--- config.mk ---
export PLATFORM = sky130hd
export DESIGN_NAME = area_average_resampler
export DESIGN_NICKNAME = d
export VERILOG_FILES = /design/src/aar_pkg.sv /design/src/aar_front.sv /design/src/aar_fifo.sv /design/src/aar_div.sv /design/src/aar_back.sv /design/src/area_average_resampler.sv
export VERILOG_INCLUDE_DIRS = /design/src /design/src/src
export SDC_FILE = /design/constraint.sdc
export NUM_CORES = 1
export LEC_CHECK = 0
export BUFFER_PORTS_ARGS = -buffer_cell sky130_fd_sc_hd__buf_2
export CAP_MARGIN = 20
export CORE_ASPECT_RATIO = 0.9
export CORE_UTILIZATION = 60
export CTS_BUF_LIST = sky130_fd_sc_hd__clkbuf_16
export DETAILED_ROUTE_END_ITERATION = 16
export PLACE_DENSITY = 0.77
export SLEW_MARGIN = 20
export SYNTH_ARGS = -nofsm -noshare
export SYNTH_HDL_FRONTEND = slang
export SYNTH_SLANG_ARGS = --single-unit
--- constraint.sdc ---
create_clock -name i_clk -period 30.5 [get_ports i_clk]
set_clock_uncertainty 0.1 [all_clocks]
set_input_delay 1.525 -clock i_clk [delete_from_list [all_inputs] [get_ports i_clk]]
set_output_delay 1.525 -clock i_clk [all_outputs]
set_load 0.01 [all_outputs]
--- src/area_average_resampler_assert.svh ---
// Assertion macros for the area average resampler. Each one samples on the
// rising edge of i_clk, so a module that uses them must have that clock and
// the active-low reset i_rst_n in scope.
`ifndef AREA_AVERAGE_RESAMPLER_ASSERT_SVH
`define AREA_AVERAGE_RESAMPLER_ASSERT_SVH

`ifndef SYNTHESIS

// Checked only outside reset.
`define AAR_ASSERT(label, prop) \
    label: assert property (@(posedge i_clk) disable iff (!i_rst_n) prop) \
        else $error("area_average_resampler assertion failed");

// Checked on every edge, reset included.
`define AAR_ASSERT_ALWAYS(label, prop) \
    label: assert property (@(posedge i_clk) prop) \
        else $error("area_average_resampler assertion failed");

`else

`define AAR_ASSERT(label, prop)
`define AAR_ASSERT_ALWAYS(label, prop)

`endif

`endif

--- src/aar_pkg.sv ---
`default_nettype none

package aar_pkg;

    localparam int RateW      = 17;
    localparam int SmpW       = 16;
    localparam int SumW       = 34;
    localparam int MaxResults = 12;
    localparam int CntW       = $clog2(MaxResults + 1);
    localparam int FifoDepth  = 2;
    localparam int FifoAw     = $clog2(FifoDepth);
    localparam int FifoCntW   = $clog2(FifoDepth + 1);
    localparam int DivSteps   = RateW;
    localparam int DivCntW    = $clog2(DivSteps);
    localparam int CfgIdxW    = 1;

    localparam logic [RateW-1:0] SourceRateRst = 17'd44100;
    localparam logic [RateW-1:0] TargetRateRst = 17'd48000;

    typedef enum logic [CfgIdxW-1:0] {
        CFG_IN_RATE     = 1'b0,
        CFG_TARGET_RATE = 1'b1
    } t_cfg_idx;

    // One classified input transaction as it waits in the queue.
    typedef struct packed {
        logic                   flush;
        logic signed [SmpW-1:0] mono;
    } t_cmd;

    typedef struct packed {
        logic full;
        logic empty;
    } t_q_stat;

    typedef struct packed {
        logic busy;
        logic done;
    } t_div_stat;

    typedef struct packed {
        logic [RateW-1:0] in_rate;
        logic [RateW-1:0] target_rate;
        logic             clear;
    } t_rates;

    typedef struct packed {
        logic busy;
        logic div_busy;
    } t_back_stat;

    typedef enum logic [2:0] {
        BK_IDLE,
        BK_MUL,
        BK_ACC,
        BK_DIV,
        BK_OUT
    } t_back_state;

endpackage

`default_nettype wire

--- src/aar_front.sv ---
`default_nettype none

module aar_front (
    input  logic                           i_valid,
    input  logic                           i_mode,
    input  logic signed [aar_pkg::SmpW-1:0] i_left_sample,
    input  logic signed [aar_pkg::SmpW-1:0] i_right_sample,
    input  logic                           i_stereo,
    input  aar_pkg::t_q_stat               i_q_stat,
    output logic                           o_ready,
    output logic                           o_push,
    output aar_pkg::t_cmd                  o_cmd
);
    import aar_pkg::*;

    logic signed [SmpW:0] pair_sum;
    logic signed [SmpW:0] pair_bias;
    logic signed [SmpW-1:0] mono;

    // Stereo average truncates toward zero: bias a negative sum by one
    // before the arithmetic halving.
    always_comb begin
        pair_sum  = (SmpW+1)'(i_left_sample) + (SmpW+1)'(i_right_sample);
        pair_bias = pair_sum + $signed({{SmpW{1'b0}}, pair_sum[SmpW]});
        mono      = i_stereo ? pair_bias[SmpW:1] : i_left_sample;
    end

    assign o_ready    = !i_q_stat.full;
    assign o_push     = i_valid && !i_q_stat.full;
    assign o_cmd.flush = i_mode;
    assign o_cmd.mono  = mono;

endmodule

`default_nettype wire

--- src/aar_fifo.sv ---
`default_nettype none

module aar_fifo (
    input  logic              i_clk,
    input  logic              i_rst_n,
    input  logic              i_push,
    input  aar_pkg::t_cmd     i_data,
    input  logic              i_pop,
    output aar_pkg::t_cmd     o_data,
    output aar_pkg::t_q_stat  o_stat
);
    import aar_pkg::*;

    t_cmd                r_mem [FifoDepth];
    logic [FifoAw-1:0]   r_wr;
    logic [FifoAw-1:0]   r_rd;
    logic [FifoCntW-1:0] r_cnt;
    logic                do_push;
    logic                do_pop;

    assign o_stat.full  = (r_cnt == FifoCntW'(FifoDepth));
    assign o_stat.empty = (r_cnt == '0);
    assign do_push      = i_push && !o_stat.full;
    assign do_pop       = i_pop && !o_stat.empty;
    assign o_data       = r_mem[r_rd];

    always_ff @(posedge i_clk) begin
        if (!i_rst_n) begin
            r_wr  <= '0;
            r_rd  <= '0;
            r_cnt <= '0;
        end else begin
            if (do_push) begin
                r_wr <= (r_wr == FifoAw'(FifoDepth - 1)) ? '0 : r_wr + 1'b1;
            end
            if (do_pop) begin
                r_rd <= (r_rd == FifoAw'(FifoDepth - 1)) ? '0 : r_rd + 1'b1;
            end
            r_cnt <= r_cnt + FifoCntW'(do_push) - FifoCntW'(do_pop);
        end
    end

    always_ff @(posedge i_clk) begin
        if (do_push) begin
            r_mem[r_wr] <= i_data;
        end
    end

endmodule

`default_nettype wire

--- src/aar_div.sv ---
`default_nettype none

module aar_div (
    input  logic                             i_clk,
    input  logic                             i_rst_n,
    input  logic                             i_start,
    input  logic signed [aar_pkg::SumW-1:0]  i_dividend,
    input  logic [aar_pkg::RateW-1:0]        i_divisor,
    output aar_pkg::t_div_stat               o_stat,
    output logic signed [aar_pkg::SmpW-1:0]  o_quot
);
    import aar_pkg::*;

    logic                r_busy;
    logic                r_done;
    logic [DivCntW-1:0]  r_cnt;
    logic [RateW-1:0]    r_rem;
    logic [RateW-1:0]    r_q;
    logic [RateW-1:0]    r_dvs;
    logic                r_neg;

    logic [SumW-1:0]     mag;
    logic [RateW:0]      rem_sh;
    logic [RateW:0]      diff;
    logic                ge;

    // The dividend is an average times its weight, so the magnitude of the
    // quotient stays below 2^17 and only the low 17 quotient bits are worked.
    always_comb begin
        mag    = i_dividend[SumW-1] ? SumW'(-i_dividend) : SumW'(i_dividend);
        rem_sh = {r_rem, r_q[RateW-1]};
        diff   = rem_sh - {1'b0, r_dvs};
        ge     = (rem_sh >= {1'b0, r_dvs});
    end

    always_ff @(posedge i_clk) begin
        if (!i_rst_n) begin
            r_busy <= 1'b0;
            r_done <= 1'b0;
            r_cnt  <= '0;
        end else begin
            r_done <= 1'b0;
            if (i_start) begin
                r_busy <= 1'b1;
                r_cnt  <= '0;
            end else if (r_busy) begin
                r_cnt <= r_cnt + 1'b1;
                if (r_cnt == DivCntW'(DivSteps - 1)) begin
                    r_busy <= 1'b0;
                    r_done <= 1'b1;
                end
            end
        end
    end

    always_ff @(posedge i_clk) begin
        if (i_start) begin
            r_neg <= i_dividend[SumW-1];
            r_dvs <= i_divisor;
            r_rem <= mag[SumW-1:RateW];
            r_q   <= mag[RateW-1:0];
        end else if (r_busy) begin
            r_rem <= ge ? diff[RateW-1:0] : rem_sh[RateW-1:0];
            r_q   <= {r_q[RateW-2:0], ge};
        end
    end

    assign o_stat.busy = r_busy;
    assign o_stat.done = r_done;
    assign o_quot      = r_neg ? -$signed(r_q[SmpW-1:0]) : $signed(r_q[SmpW-1:0]);

endmodule

`default_nettype wire

--- src/aar_back.sv ---
`default_nettype none

module aar_back (
    input  logic                             i_clk,
    input  logic                             i_rst_n,
    input  aar_pkg::t_rates                  i_rates,
    input  aar_pkg::t_q_stat                 i_q_stat,
    input  aar_pkg::t_cmd                    i_cmd,
    output logic                             o_pop,
    output logic                             o_valid,
    input  logic                             i_ready,
    output logic signed [aar_pkg::SmpW-1:0]  o_out_sample,
    output logic                             o_last,
    output aar_pkg::t_back_stat              o_stat
);
    import aar_pkg::*;

    t_back_state            r_state, n_state;
    logic signed [SumW-1:0] r_sum, n_sum;
    logic [RateW-1:0]       r_fill, n_fill;
    logic [RateW-1:0]       r_rem, n_rem;
    logic signed [SmpW-1:0] r_mono, n_mono;
    logic [RateW-1:0]       r_w, n_w;
    logic signed [SumW-1:0] r_prod, n_prod;
    logic [CntW-1:0]        r_cnt, n_cnt;
    logic                   r_last_pend, n_last_pend;
    logic                   r_out_valid, n_out_valid;
    logic signed [SmpW-1:0] r_out_sample, n_out_sample;
    logic                   r_out_last, n_out_last;

    logic [RateW-1:0]       room;
    logic [RateW-1:0]       w;
    logic signed [RateW:0]  w_s;
    logic signed [SumW-1:0] sum_acc;
    logic [RateW-1:0]       fill_acc;
    logic [RateW-1:0]       rem_acc;

    logic                   div_start;
    logic signed [SumW-1:0] div_dividend;
    logic [RateW-1:0]       div_divisor;
    t_div_stat              div_stat;
    logic signed [SmpW-1:0] div_quot;

    aar_div u_div (
        .i_clk      (i_clk),
        .i_rst_n    (i_rst_n),
        .i_start    (div_start),
        .i_dividend (div_dividend),
        .i_divisor  (div_divisor),
        .o_stat     (div_stat),
        .o_quot     (div_quot)
    );

    always_comb begin
        room     = i_rates.in_rate - r_fill;
        w        = (r_rem < room) ? r_rem : room;
        w_s      = $signed({1'b0, w});
        sum_acc  = r_sum + r_prod;
        fill_acc = r_fill + r_w;
        rem_acc  = r_rem - r_w;
    end

    always_comb begin
        n_state      = r_state;
        n_sum        = r_sum;
        n_fill       = r_fill;
        n_rem        = r_rem;
        n_mono       = r_mono;
        n_w          = r_w;
        n_prod       = r_prod;
        n_cnt        = r_cnt;
        n_last_pend  = r_last_pend;
        n_out_valid  = r_out_valid && !i_ready;
        n_out_sample = r_out_sample;
        n_out_last   = r_out_last;
        o_pop        = 1'b0;
        div_start    = 1'b0;
        div_dividend = r_sum;
        div_divisor  = i_rates.in_rate;

        case (r_state)
            BK_IDLE: begin
                if (!i_q_stat.empty) begin
                    o_pop = 1'b1;
                    if (i_cmd.flush) begin
                        if (r_fill != '0) begin
                            div_start   = 1'b1;
                            div_divisor = r_fill;
                            n_last_pend = 1'b1;
                            n_rem       = '0;
                            n_state     = BK_DIV;
                        end
                        n_sum  = '0;
                        n_fill = '0;
                    end else if (i_rates.in_rate != '0 &&
                                 i_rates.target_rate != '0) begin
                        n_mono  = i_cmd.mono;
                        n_rem   = i_rates.target_rate;
                        n_cnt   = '0;
                        n_state = BK_MUL;
                    end
                end
            end
            BK_MUL: begin
                n_w     = w;
                n_prod  = r_mono * w_s;
                n_state = BK_ACC;
            end
            BK_ACC: begin
                if (fill_acc == i_rates.in_rate) begin
                    div_start    = 1'b1;
                    div_dividend = sum_acc;
                    n_sum        = '0;
                    n_fill       = '0;
                    n_rem        = rem_acc;
                    n_cnt        = r_cnt + 1'b1;
                    // Another bin follows only if the leftover weight fills a
                    // whole bin and the per-transaction cap is not reached.
                    n_last_pend  = (r_cnt == CntW'(MaxResults - 1)) ||
                                   (rem_acc < i_rates.in_rate);
                    n_state      = BK_DIV;
                end else begin
                    n_sum   = sum_acc;
                    n_fill  = fill_acc;
                    n_rem   = rem_acc;
                    n_state = BK_IDLE;
                end
            end
            BK_DIV: begin
                if (div_stat.done) begin
                    n_state = BK_OUT;
                end
            end
            BK_OUT: begin
                if (!r_out_valid || i_ready) begin
                    n_out_valid  = 1'b1;
                    n_out_sample = div_quot;
                    n_out_last   = r_last_pend;
                    n_state      = (r_rem != '0 && r_cnt != CntW'(MaxResults)) ?
                                   BK_MUL : BK_IDLE;
                end
            end
            default: begin
                n_state = BK_IDLE;
            end
        endcase

        if (i_rates.clear) begin
            n_sum  = '0;
            n_fill = '0;
        end
    end

    always_ff @(posedge i_clk) begin
        if (!i_rst_n) begin
            r_state     <= BK_IDLE;
            r_sum       <= '0;
            r_fill      <= '0;
            r_out_valid <= 1'b0;
        end else begin
            r_state     <= n_state;
            r_sum       <= n_sum;
            r_fill      <= n_fill;
            r_out_valid <= n_out_valid;
        end
    end

    always_ff @(posedge i_clk) begin
        r_rem        <= n_rem;
        r_mono       <= n_mono;
        r_w          <= n_w;
        r_prod       <= n_prod;
        r_cnt        <= n_cnt;
        r_last_pend  <= n_last_pend;
        r_out_sample <= n_out_sample;
        r_out_last   <= n_out_last;
    end

    assign o_valid         = r_out_valid;
    assign o_out_sample    = r_out_sample;
    assign o_last          = r_out_last;
    assign o_stat.busy     = (r_state != BK_IDLE);
    assign o_stat.div_busy = div_stat.busy;

endmodule

`default_nettype wire

--- src/area_average_resampler.sv ---
// A sample that closes no bin is absorbed by a multiply and an accumulate pass;
// one that closes a bin then runs the 17-step divider before its first result is
// presented, and a flush of a filled bin runs the divider alone before its result.
// The back end works on one transaction at a time and stalls while a finished result
// waits for i_ready; the queue keeps accepting new transactions until it is full.
// Reset (synchronous, active low) clears queue, bin and output; rates load 44100/48000.
`default_nettype none

module area_average_resampler (
    input  logic                                i_clk,
    input  logic                                i_rst_n,
    // Configuration write port.
    input  logic                                i_cfg_we,
    input  logic [aar_pkg::CfgIdxW-1:0]         i_cfg_index,
    input  logic [aar_pkg::RateW-1:0]           i_cfg_data,
    // Input channel.
    input  logic                                i_valid,
    output logic                                o_ready,
    input  logic                                i_mode,
    input  logic signed [aar_pkg::SmpW-1:0]     i_left_sample,
    input  logic signed [aar_pkg::SmpW-1:0]     i_right_sample,
    input  logic                                i_stereo,
    // Output channel.
    output logic                                o_valid,
    input  logic                                i_ready,
    output logic signed [aar_pkg::SmpW-1:0]     o_out_sample,
    output logic                                o_last
);
    import aar_pkg::*;

    // The front end classifies each input transaction (flush or audio) and
    // folds a stereo pair into one mono value. The result waits in a short
    // queue, so the input side keeps accepting while the back end works, until it fills.
    // The back end pours the sample's weight into bins, one multiply and one
    // accumulate per pass, and runs the shared divider for every full or flushed bin.

    logic [RateW-1:0] r_in_rate;
    logic [RateW-1:0] r_target_rate;
    t_rates           rates;
    t_q_stat          q_stat;
    t_cmd             push_cmd;
    t_cmd             head_cmd;
    logic             push;
    logic             pop;
    t_back_stat       bk_stat;

    // Configuration registers. Any write also empties the current bin,
    // which the back end sees through the clear flag.
    always_ff @(posedge i_clk) begin
        if (!i_rst_n) begin
            r_in_rate     <= SourceRateRst;
            r_target_rate <= TargetRateRst;
        end else if (i_cfg_we) begin
            case (t_cfg_idx'(i_cfg_index))
                CFG_IN_RATE:     r_in_rate     <= i_cfg_data;
                CFG_TARGET_RATE: r_target_rate <= i_cfg_data;
                default: begin
                end
            endcase
        end
    end

    assign rates.in_rate     = r_in_rate;
    assign rates.target_rate = r_target_rate;
    assign rates.clear       = i_cfg_we;

    aar_front u_front (
        .i_valid        (i_valid),
        .i_mode         (i_mode),
        .i_left_sample  (i_left_sample),
        .i_right_sample (i_right_sample),
        .i_stereo       (i_stereo),
        .i_q_stat       (q_stat),
        .o_ready        (o_ready),
        .o_push         (push),
        .o_cmd          (push_cmd)
    );

    aar_fifo u_fifo (
        .i_clk   (i_clk),
        .i_rst_n (i_rst_n),
        .i_push  (push),
        .i_data  (push_cmd),
        .i_pop   (pop),
        .o_data  (head_cmd),
        .o_stat  (q_stat)
    );

    // The back end owns the bin accumulator and the output register; a
    // finished result waits there while the queue keeps filling.
    aar_back u_back (
        .i_clk        (i_clk),
        .i_rst_n      (i_rst_n),
        .i_rates      (rates),
        .i_q_stat     (q_stat),
        .i_cmd        (head_cmd),
        .o_pop        (pop),
        .o_valid      (o_valid),
        .i_ready      (i_ready),
        .o_out_sample (o_out_sample),
        .o_last       (o_last),
        .o_stat       (bk_stat)
    );

`include "area_average_resampler_assert.svh"

    // Reset leaves no result pending and the back end idle.
    `AAR_ASSERT_ALWAYS(a_reset_quiet, !i_rst_n |=> !o_valid && !bk_stat.busy)

    // An accepted transaction is in the queue on the following edge.
    `AAR_ASSERT(a_accept_queued, i_valid && o_ready |=> !q_stat.empty)

    // A result only appears out of work the back end was doing.
    `AAR_ASSERT(a_result_from_work, $rose(o_valid) |-> $past(bk_stat.busy))

    // The divider only runs on behalf of a transaction in progress.
    `AAR_ASSERT(a_div_owned, bk_stat.div_busy |-> bk_stat.busy)

endmodule

`default_nettype wire

* Word level (Yosys, flattened, before mapping) *
Memory sizes are Yosys's and may differ from the RTL's. A register that Yosys moved wholly into a read port is not among the register bits.
Cells that the tools add are included.

word-level totals
  register bits after elaboration = 258
  bits in latches = 0
  RAM bits = 34
  memory bits (read-only) = 0
  input port bits = 57
  output and inout bits = 19
  word-level logic and storage cells = 166
  memories kept = 1

operators by class
  add/sub/neg operators = 15
  $mul = 1
  div/mod/pow operators = 0
  $lt $le $gt $ge = 3
  equal/unequal tests = 19
  shift operators = 0
  mux-type cells = 66
  bitwise gates (word level) = 5
  reductions and logical operators = 32

memories
  name          depth  width  rd ports  clocked after Yosys merged registers in  write ports  RTL line        RTL
  u_fifo.r_mem  2      17     1         1                                        1            aar_fifo.sv:14  t_cmd r_mem [FifoDepth];

operators with widths
  kind                                                   number
  2-to-1 mux 17 bit                                      17
  2-to-1 mux 34 bit                                      6
  case mux 17 bit (2 select lines)                       2
  case mux 34 bit (2 select lines)                       1
  nonzero test 17 bit                                    4
  subtractor 17 bit                                      3
  adder 34 bit                                           1
  less-than comparator 17 bit                            2
  multiplier 16 x 18 -> 34 bit                           1
  negation 34 bit                                        1
  2-to-1 mux 16 bit                                      2
  2-to-1 mux 1 bit                                       23
  greater-or-equal comparator 18 x 17 -> 1 bit           1
  2-to-1 mux 3 bit                                       6
  adder 16 x 16 -> 17 bit                                1
  adder 17 bit                                           1
  adder 17 x 2 -> 17 bit                                 1
  equality test 17 bit                                   1
  2-to-1 mux 4 bit                                       4
  negation 16 bit                                        1
  case mux 3 bit (5 select lines)                        1
  AND reduction 5 bit                                    3
  inequality test 2 x 1 -> 1 bit, second input constant  4
  inequality test 2 bit, second input constant           4
  28 further kinds                                       50

* Depth between registers and ports, before layout *
  depth in word-level cells = 7
  gate-level depth with buffers = 52

* By module *
From an unflattened synthesis, not the netlist that was laid out.

second synthesis, totals
  cell total of the unflattened synthesis = 3,090
  area total of the unflattened synthesis = 29,410.7 um^2

modules (own cells, without submodules)
  module                  instances  cells each  area an instance (um^2)  sequential area each (um^2)
  aar_back                1          2,193       20,597.3                 4,284.1
  aar_div                 1          469         4,451.8                  1,701.6
  aar_fifo                1          80          1,515.2                  1,121.1
  aar_front               1          203         1,426.4                  0.0
  area_average_resampler  1          145         1,420.1                  680.7

* Worst setup path before layout *
Ideal clock, no wire load.

  path kind = reg-to-reg
  start = register u_back.r_fill[1]
  end = register u_back.r_prod[30] (data pin)
  library setup time = 0.259 ns
  arrival = 10.321 ns
  data required time = 30.141 ns
  slack = 19.820 ns
  stages on the path, launching flop included = 48
  path buffers = 2
  cells stage by stage = dfxtp_1 inv_1 ha_1 nor2b_1 o21ai_0 a21boi_0 o21ai_0 a21boi_0 o21ai_0 a21boi_0 o21ai_0 a211oi_1 o211ai_1 and4_1 or2_2 ha_1 a211o_1 o21ai_0 [12 not listed] inv_1 fa_1 fa_1 inv_1 fa_1 inv_1 ha_1 a21o_1 a21oi_1 inv_1 a41oi_1 o21ai_0 a221oi_1 a2111oi_0 o31ai_1 nand2b_1 a21oi_1 xnor2_1

between the ends
  cells in the longest elaborated chain, start to end = 4

ends and longest elaborated chain
  element                           RTL line         RTL
  from (decl)                       aar_back.sv:20   logic [RateW-1:0] r_fill, n_fill;
  from (signal assigned)            aar_back.sv:163  r_fill <= n_fill;
  subtractor 17 bit (*)             aar_back.sv:55   room = i_rates.in_rate - r_fill;
  less-than comparator 17 bit       aar_back.sv:56   w = (r_rem < room) ? r_rem : room;
  2-to-1 mux 17 bit (*)             aar_back.sv:56
  net u_back.w[12]                  aar_back.sv:32   logic [RateW-1:0] w;
  multiplier 16 x 18 -> 34 bit (*)  aar_back.sv:106  n_prod = r_mono * w_s;
  to (signal assigned)              aar_back.sv:172  r_prod <= n_prod;
  to (decl)                         aar_back.sv:24   logic signed [SumW-1:0] r_prod, n_prod;

Mark *: on every way through the listed nets, which the timed path passes. The rest lies on a longest branch.
A chain may end at the register's enable or synchronous reset.

* Worst setup path after layout *
  start = register u_back.r_fill[1]
  end = register u_back.r_prod[32] (data pin)

between the ends
  cells in the longest elaborated chain, start to end = 4

ends and longest elaborated chain
  element                           RTL line
  subtractor 17 bit (*)             aar_back.sv:55
  less-than comparator 17 bit       aar_back.sv:56
  2-to-1 mux 17 bit (*)             aar_back.sv:56
  multiplier 16 x 18 -> 34 bit (*)  aar_back.sv:106

Mark *: on every way between the ends. The rest lies on a longest branch, timed or not.

==> impl_metrics.json <==
{
  "r2r_cells": 43,
  "ys_ff_latch": 293,
  "drv_cap": 0,
  "dominantRegCellSynth": "edfxtp_1",
  "cts_setup_buffers": 0,
  "avgSynthCellArea_um2": 9.210,
  "final_cell_mix": "inv_1, nand2_1, ha_1",
  "path_clk_slew_ps": 60,
  "dr_total_vias": 23135,
  "min_path_type": "reg2reg",
  "wirelength_um": 76490,
  "whs_path_depth": 0,
  "grt_pass1_wl_um": 122000,
  "final_common_cell": "inv_1",
  "timing.critical_path.slowest_stage_cell": "nor3_2",
  "clk_latency_ps": 570,
  "busiest_layer": "met2",
  "coreArea_um2": 47830,
  "start_kind": "register",
  "cts_tree": "done",
  "synthCells": 3153,
  "area_growth_syn_to_layout_pct": 7.126,
  "synth_area_leaders": "edfxtp_1, fa_1, ha_1",
  "hold_path_end": "u_back.o_last$_DFFE_PP_",
  "async_flop_share": 0,
  "setup_tns_ps": 0,
  "hold_path_startpoint": "u_back.r_last_pend$_SDFFCE_PN1P_",
  "instances_no_fill": 3832,
  "drc_errors": 0,
  "rows": 76,
  "yosysSeqAreaShare": 0.2682,
  "crit_required_ps": 30690,
  "crit_fanout": 22,
  "antenna_found_initial": 1,
  "yosysTopAreaCell": "edfxtp_1",
  "rrSetupSlack_ps": 18170,
  "grt.met3_usage": 0.04482,
  "grt_pass1_vias": 22848,
  "rr_endpoint": "u_back.r_prod[32]$_DFFE_PP_",
  "grt_start_max_net_pins": 52,
  "dr.pass1.iters": 7,
  "portBuffers": 75,
  "h-tree-depth": 2,
  "yosys_warnings": 0,
  "ctsHoldBuffers": 0,
  "dp.cells": 3768,
  "antenna_left": 0,
  "die_h_um": 210.7,
  "fmax_mhz": 81.10,
  "synth_cell_types": 102,
  "fin_crit_sh": 0.4043,
  "clockRootBuffer": "clkbuf_16",
  "timing_max_transition_violations_final": 0,
  "die_area_um2": 49290,
  "design_area_um2": 31110,
  "final_hold_viol_count": 0,
  "use_met2": 0.5053,
  "hpwlAfterDp_um": 59780,
  "post_drt_wl_per_cell_um": 19.96,
  "grt_overflow_total": 0,
  "rsz0062_at_grt": "false",
  "yosysTopAreaCellShare": 0.1985,
  "crit_top_cell": "o21ai_0",
  "final_layout_size_suffix_gt1_frac": 0.07980,
  "status": "finished, final reports clean",
  "clk_path_buf_depth": 3,
  "gp_congestion": 0.9489,
  "ctsResizeCount": 0,
  "slew_headroom": 0.2464,
  "holdWs_ps": 328.2,
  "place_area_um2": 30000,
  "synth_edf_count": 192,
  "worst_ep_arrival_time_ps": 12520,
  "via_per_inst": 6.037,
  "start_util": 0.6071,
  "die_x_um": 233.9,
  "end_kind": "register",
  "cts_sinks": 293,
  "path_buf_inv": 4,
  "ioPinCount": 76,
  "worst_pin_slew_ps": 1102,
  "reg2reg_from": "u_back.r_fill[1]$_SDFFE_PP0P_",
  "gr-usage-met1": 0.4456,
  "netlist_area_um2": 29040,
  "setup_viol": 0,
  "synth_fp_nets": 3703,
  "path_class": "reg2reg",
  "path_delay_family": "compound AO/OA/AOI/OAI gates",
  "min_period_ps": 12330,
  "grt.total_usage": 0.3157,
  "final_nets": 3731,
  "max_stage_delay_ps": 640,
  "cts_made_buffers": 35,
  "diodes": 0,
  "drtIter0Drc": 1848
}
## through the flow
stage / worst slack [ps] / utilization
2_1_floorplan: 19820 / -
3_3_place_gp: 18730 / 0.6272
3_5_place_dp: 18460 / 0.6272
4_1_cts: 18380 / 0.6504
5_1_grt: 17220 / 0.6504
6_report: 18170 / 0.6504
## flip-flops by register name (all words and copies together), names as in the netlist, 5 cells and up, named ones only
signal / flops
u_back.r_mono: 16
u_back.o_out_sample: 16
u_back.r_w: 17
u_back.r_sum: 34
u_back.r_fill: 17
u_back.r_rem: 17
u_back.u_div.r_q: 17
u_back.u_div.r_cnt: 5
r_in_rate: 17
u_fifo.r_mem: 34
u_back.u_div.r_dvs: 17
r_target_rate: 17
u_back.r_prod: 34
u_back.u_div.r_rem: 17
## worst reg2reg max path, delay by kind of cell, from the launching register on
kind	cells	cell delay, ps
AOI/OAI and AO/OA	22	5270
and+or+nand+nor	7	1450
buffers and inverters	4	760
adders and majority gates	9	3920
xor gates and xnor gates	1	90
DFF	1	480
## area by class of cell
class,instances,area (um2)
multi-input combinational,2358,19370
fill,3925,16720
sequential,293,7787
inverter,387,1453
clock buffer,35,875.8
tap,624,780.7
timing repair buffer,106,608.1
clock inverter,29,234.0
## cell families after synthesis
family | count (synthesis) | synth area share
muxes | 70 | 0.02654
and+or+nand+nor | 963 | 0.1612
DFF | 293 | 0.2682
adders and majority gates | 493 | 0.2677
buffers and inverters | 502 | 0.06613
xor gates and xnor gates | 215 | 0.06747
AOI/OAI and AO/OA | 617 | 0.1428
## routing by layer
| metal | part of all wire | wire length [um] |
|---|---|---|
| met5 | 0.00017 | 13 |
| met4 | 0.026 | 1990 |
| met3 | 0.078 | 5940 |
| met2 | 0.46 | 35440 |
| met1 | 0.43 | 33110 |
## worst max path at each step
stage | startpoint | end | slack (ps) | cells past startpoint
floorplan | u_back.r_fill[1]$_SDFFE_PP0P_ | u_back.r_prod[30]$_DFFE_PP_ | 19820 | 47
global placement | u_back.r_fill[1]$_SDFFE_PP0P_ | u_back.r_prod[32]$_DFFE_PP_ | 18730 | 43
detailed placement | u_back.r_fill[1]$_SDFFE_PP0P_ | u_back.r_prod[32]$_DFFE_PP_ | 18460 | 43
CTS | u_back.r_fill[1]$_SDFFE_PP0P_ | u_back.r_prod[32]$_DFFE_PP_ | 18380 | 43
global route | u_back.r_fill[1]$_SDFFE_PP0P_ | u_back.r_prod[32]$_DFFE_PP_ | 17220 | 43
finish | u_back.r_fill[1]$_SDFFE_PP0P_ | u_back.r_prod[32]$_DFFE_PP_ | 18170 | 43
## synthesized netlist by cell type (11+ instances only)
| library cell | instances |
|---|---|
| or2_2 | 15 |
| o31ai_1 | 20 |
| o21a_1 | 36 |
| and2_1 | 139 |
| nor2b_1 | 21 |
| nor2_1 | 204 |
| a21oi_1 | 130 |
| edfxtp_1 | 192 |
| nor3_1 | 42 |
| mux2_2 | 39 |
| dfxtp_1 | 101 |
| a21o_1 | 56 |
| clkbuf_1 | 98 |
| inv_1 | 384 |
| nand4_1 | 19 |
| or3_1 | 22 |
| o211ai_1 | 19 |
| ha_1 | 279 |
| o21ai_0 | 98 |
| nand3_1 | 37 |
| a22o_1 | 16 |
| a31oi_1 | 11 |
| o21ai_1 | 33 |
| mux2i_1 | 28 |
| a22oi_1 | 45 |
| and3_1 | 19 |
| nand2_1 | 349 |
| xor2_1 | 69 |
| o21bai_1 | 12 |
| fa_1 | 214 |
| nand2b_1 | 16 |
| nor4_1 | 23 |
| a21boi_0 | 42 |
| a211oi_1 | 18 |
| xnor2_1 | 140 |
Power is not shown: default switching activity piles up to over one toggle a cycle in this logic, so the estimate is an artifact.
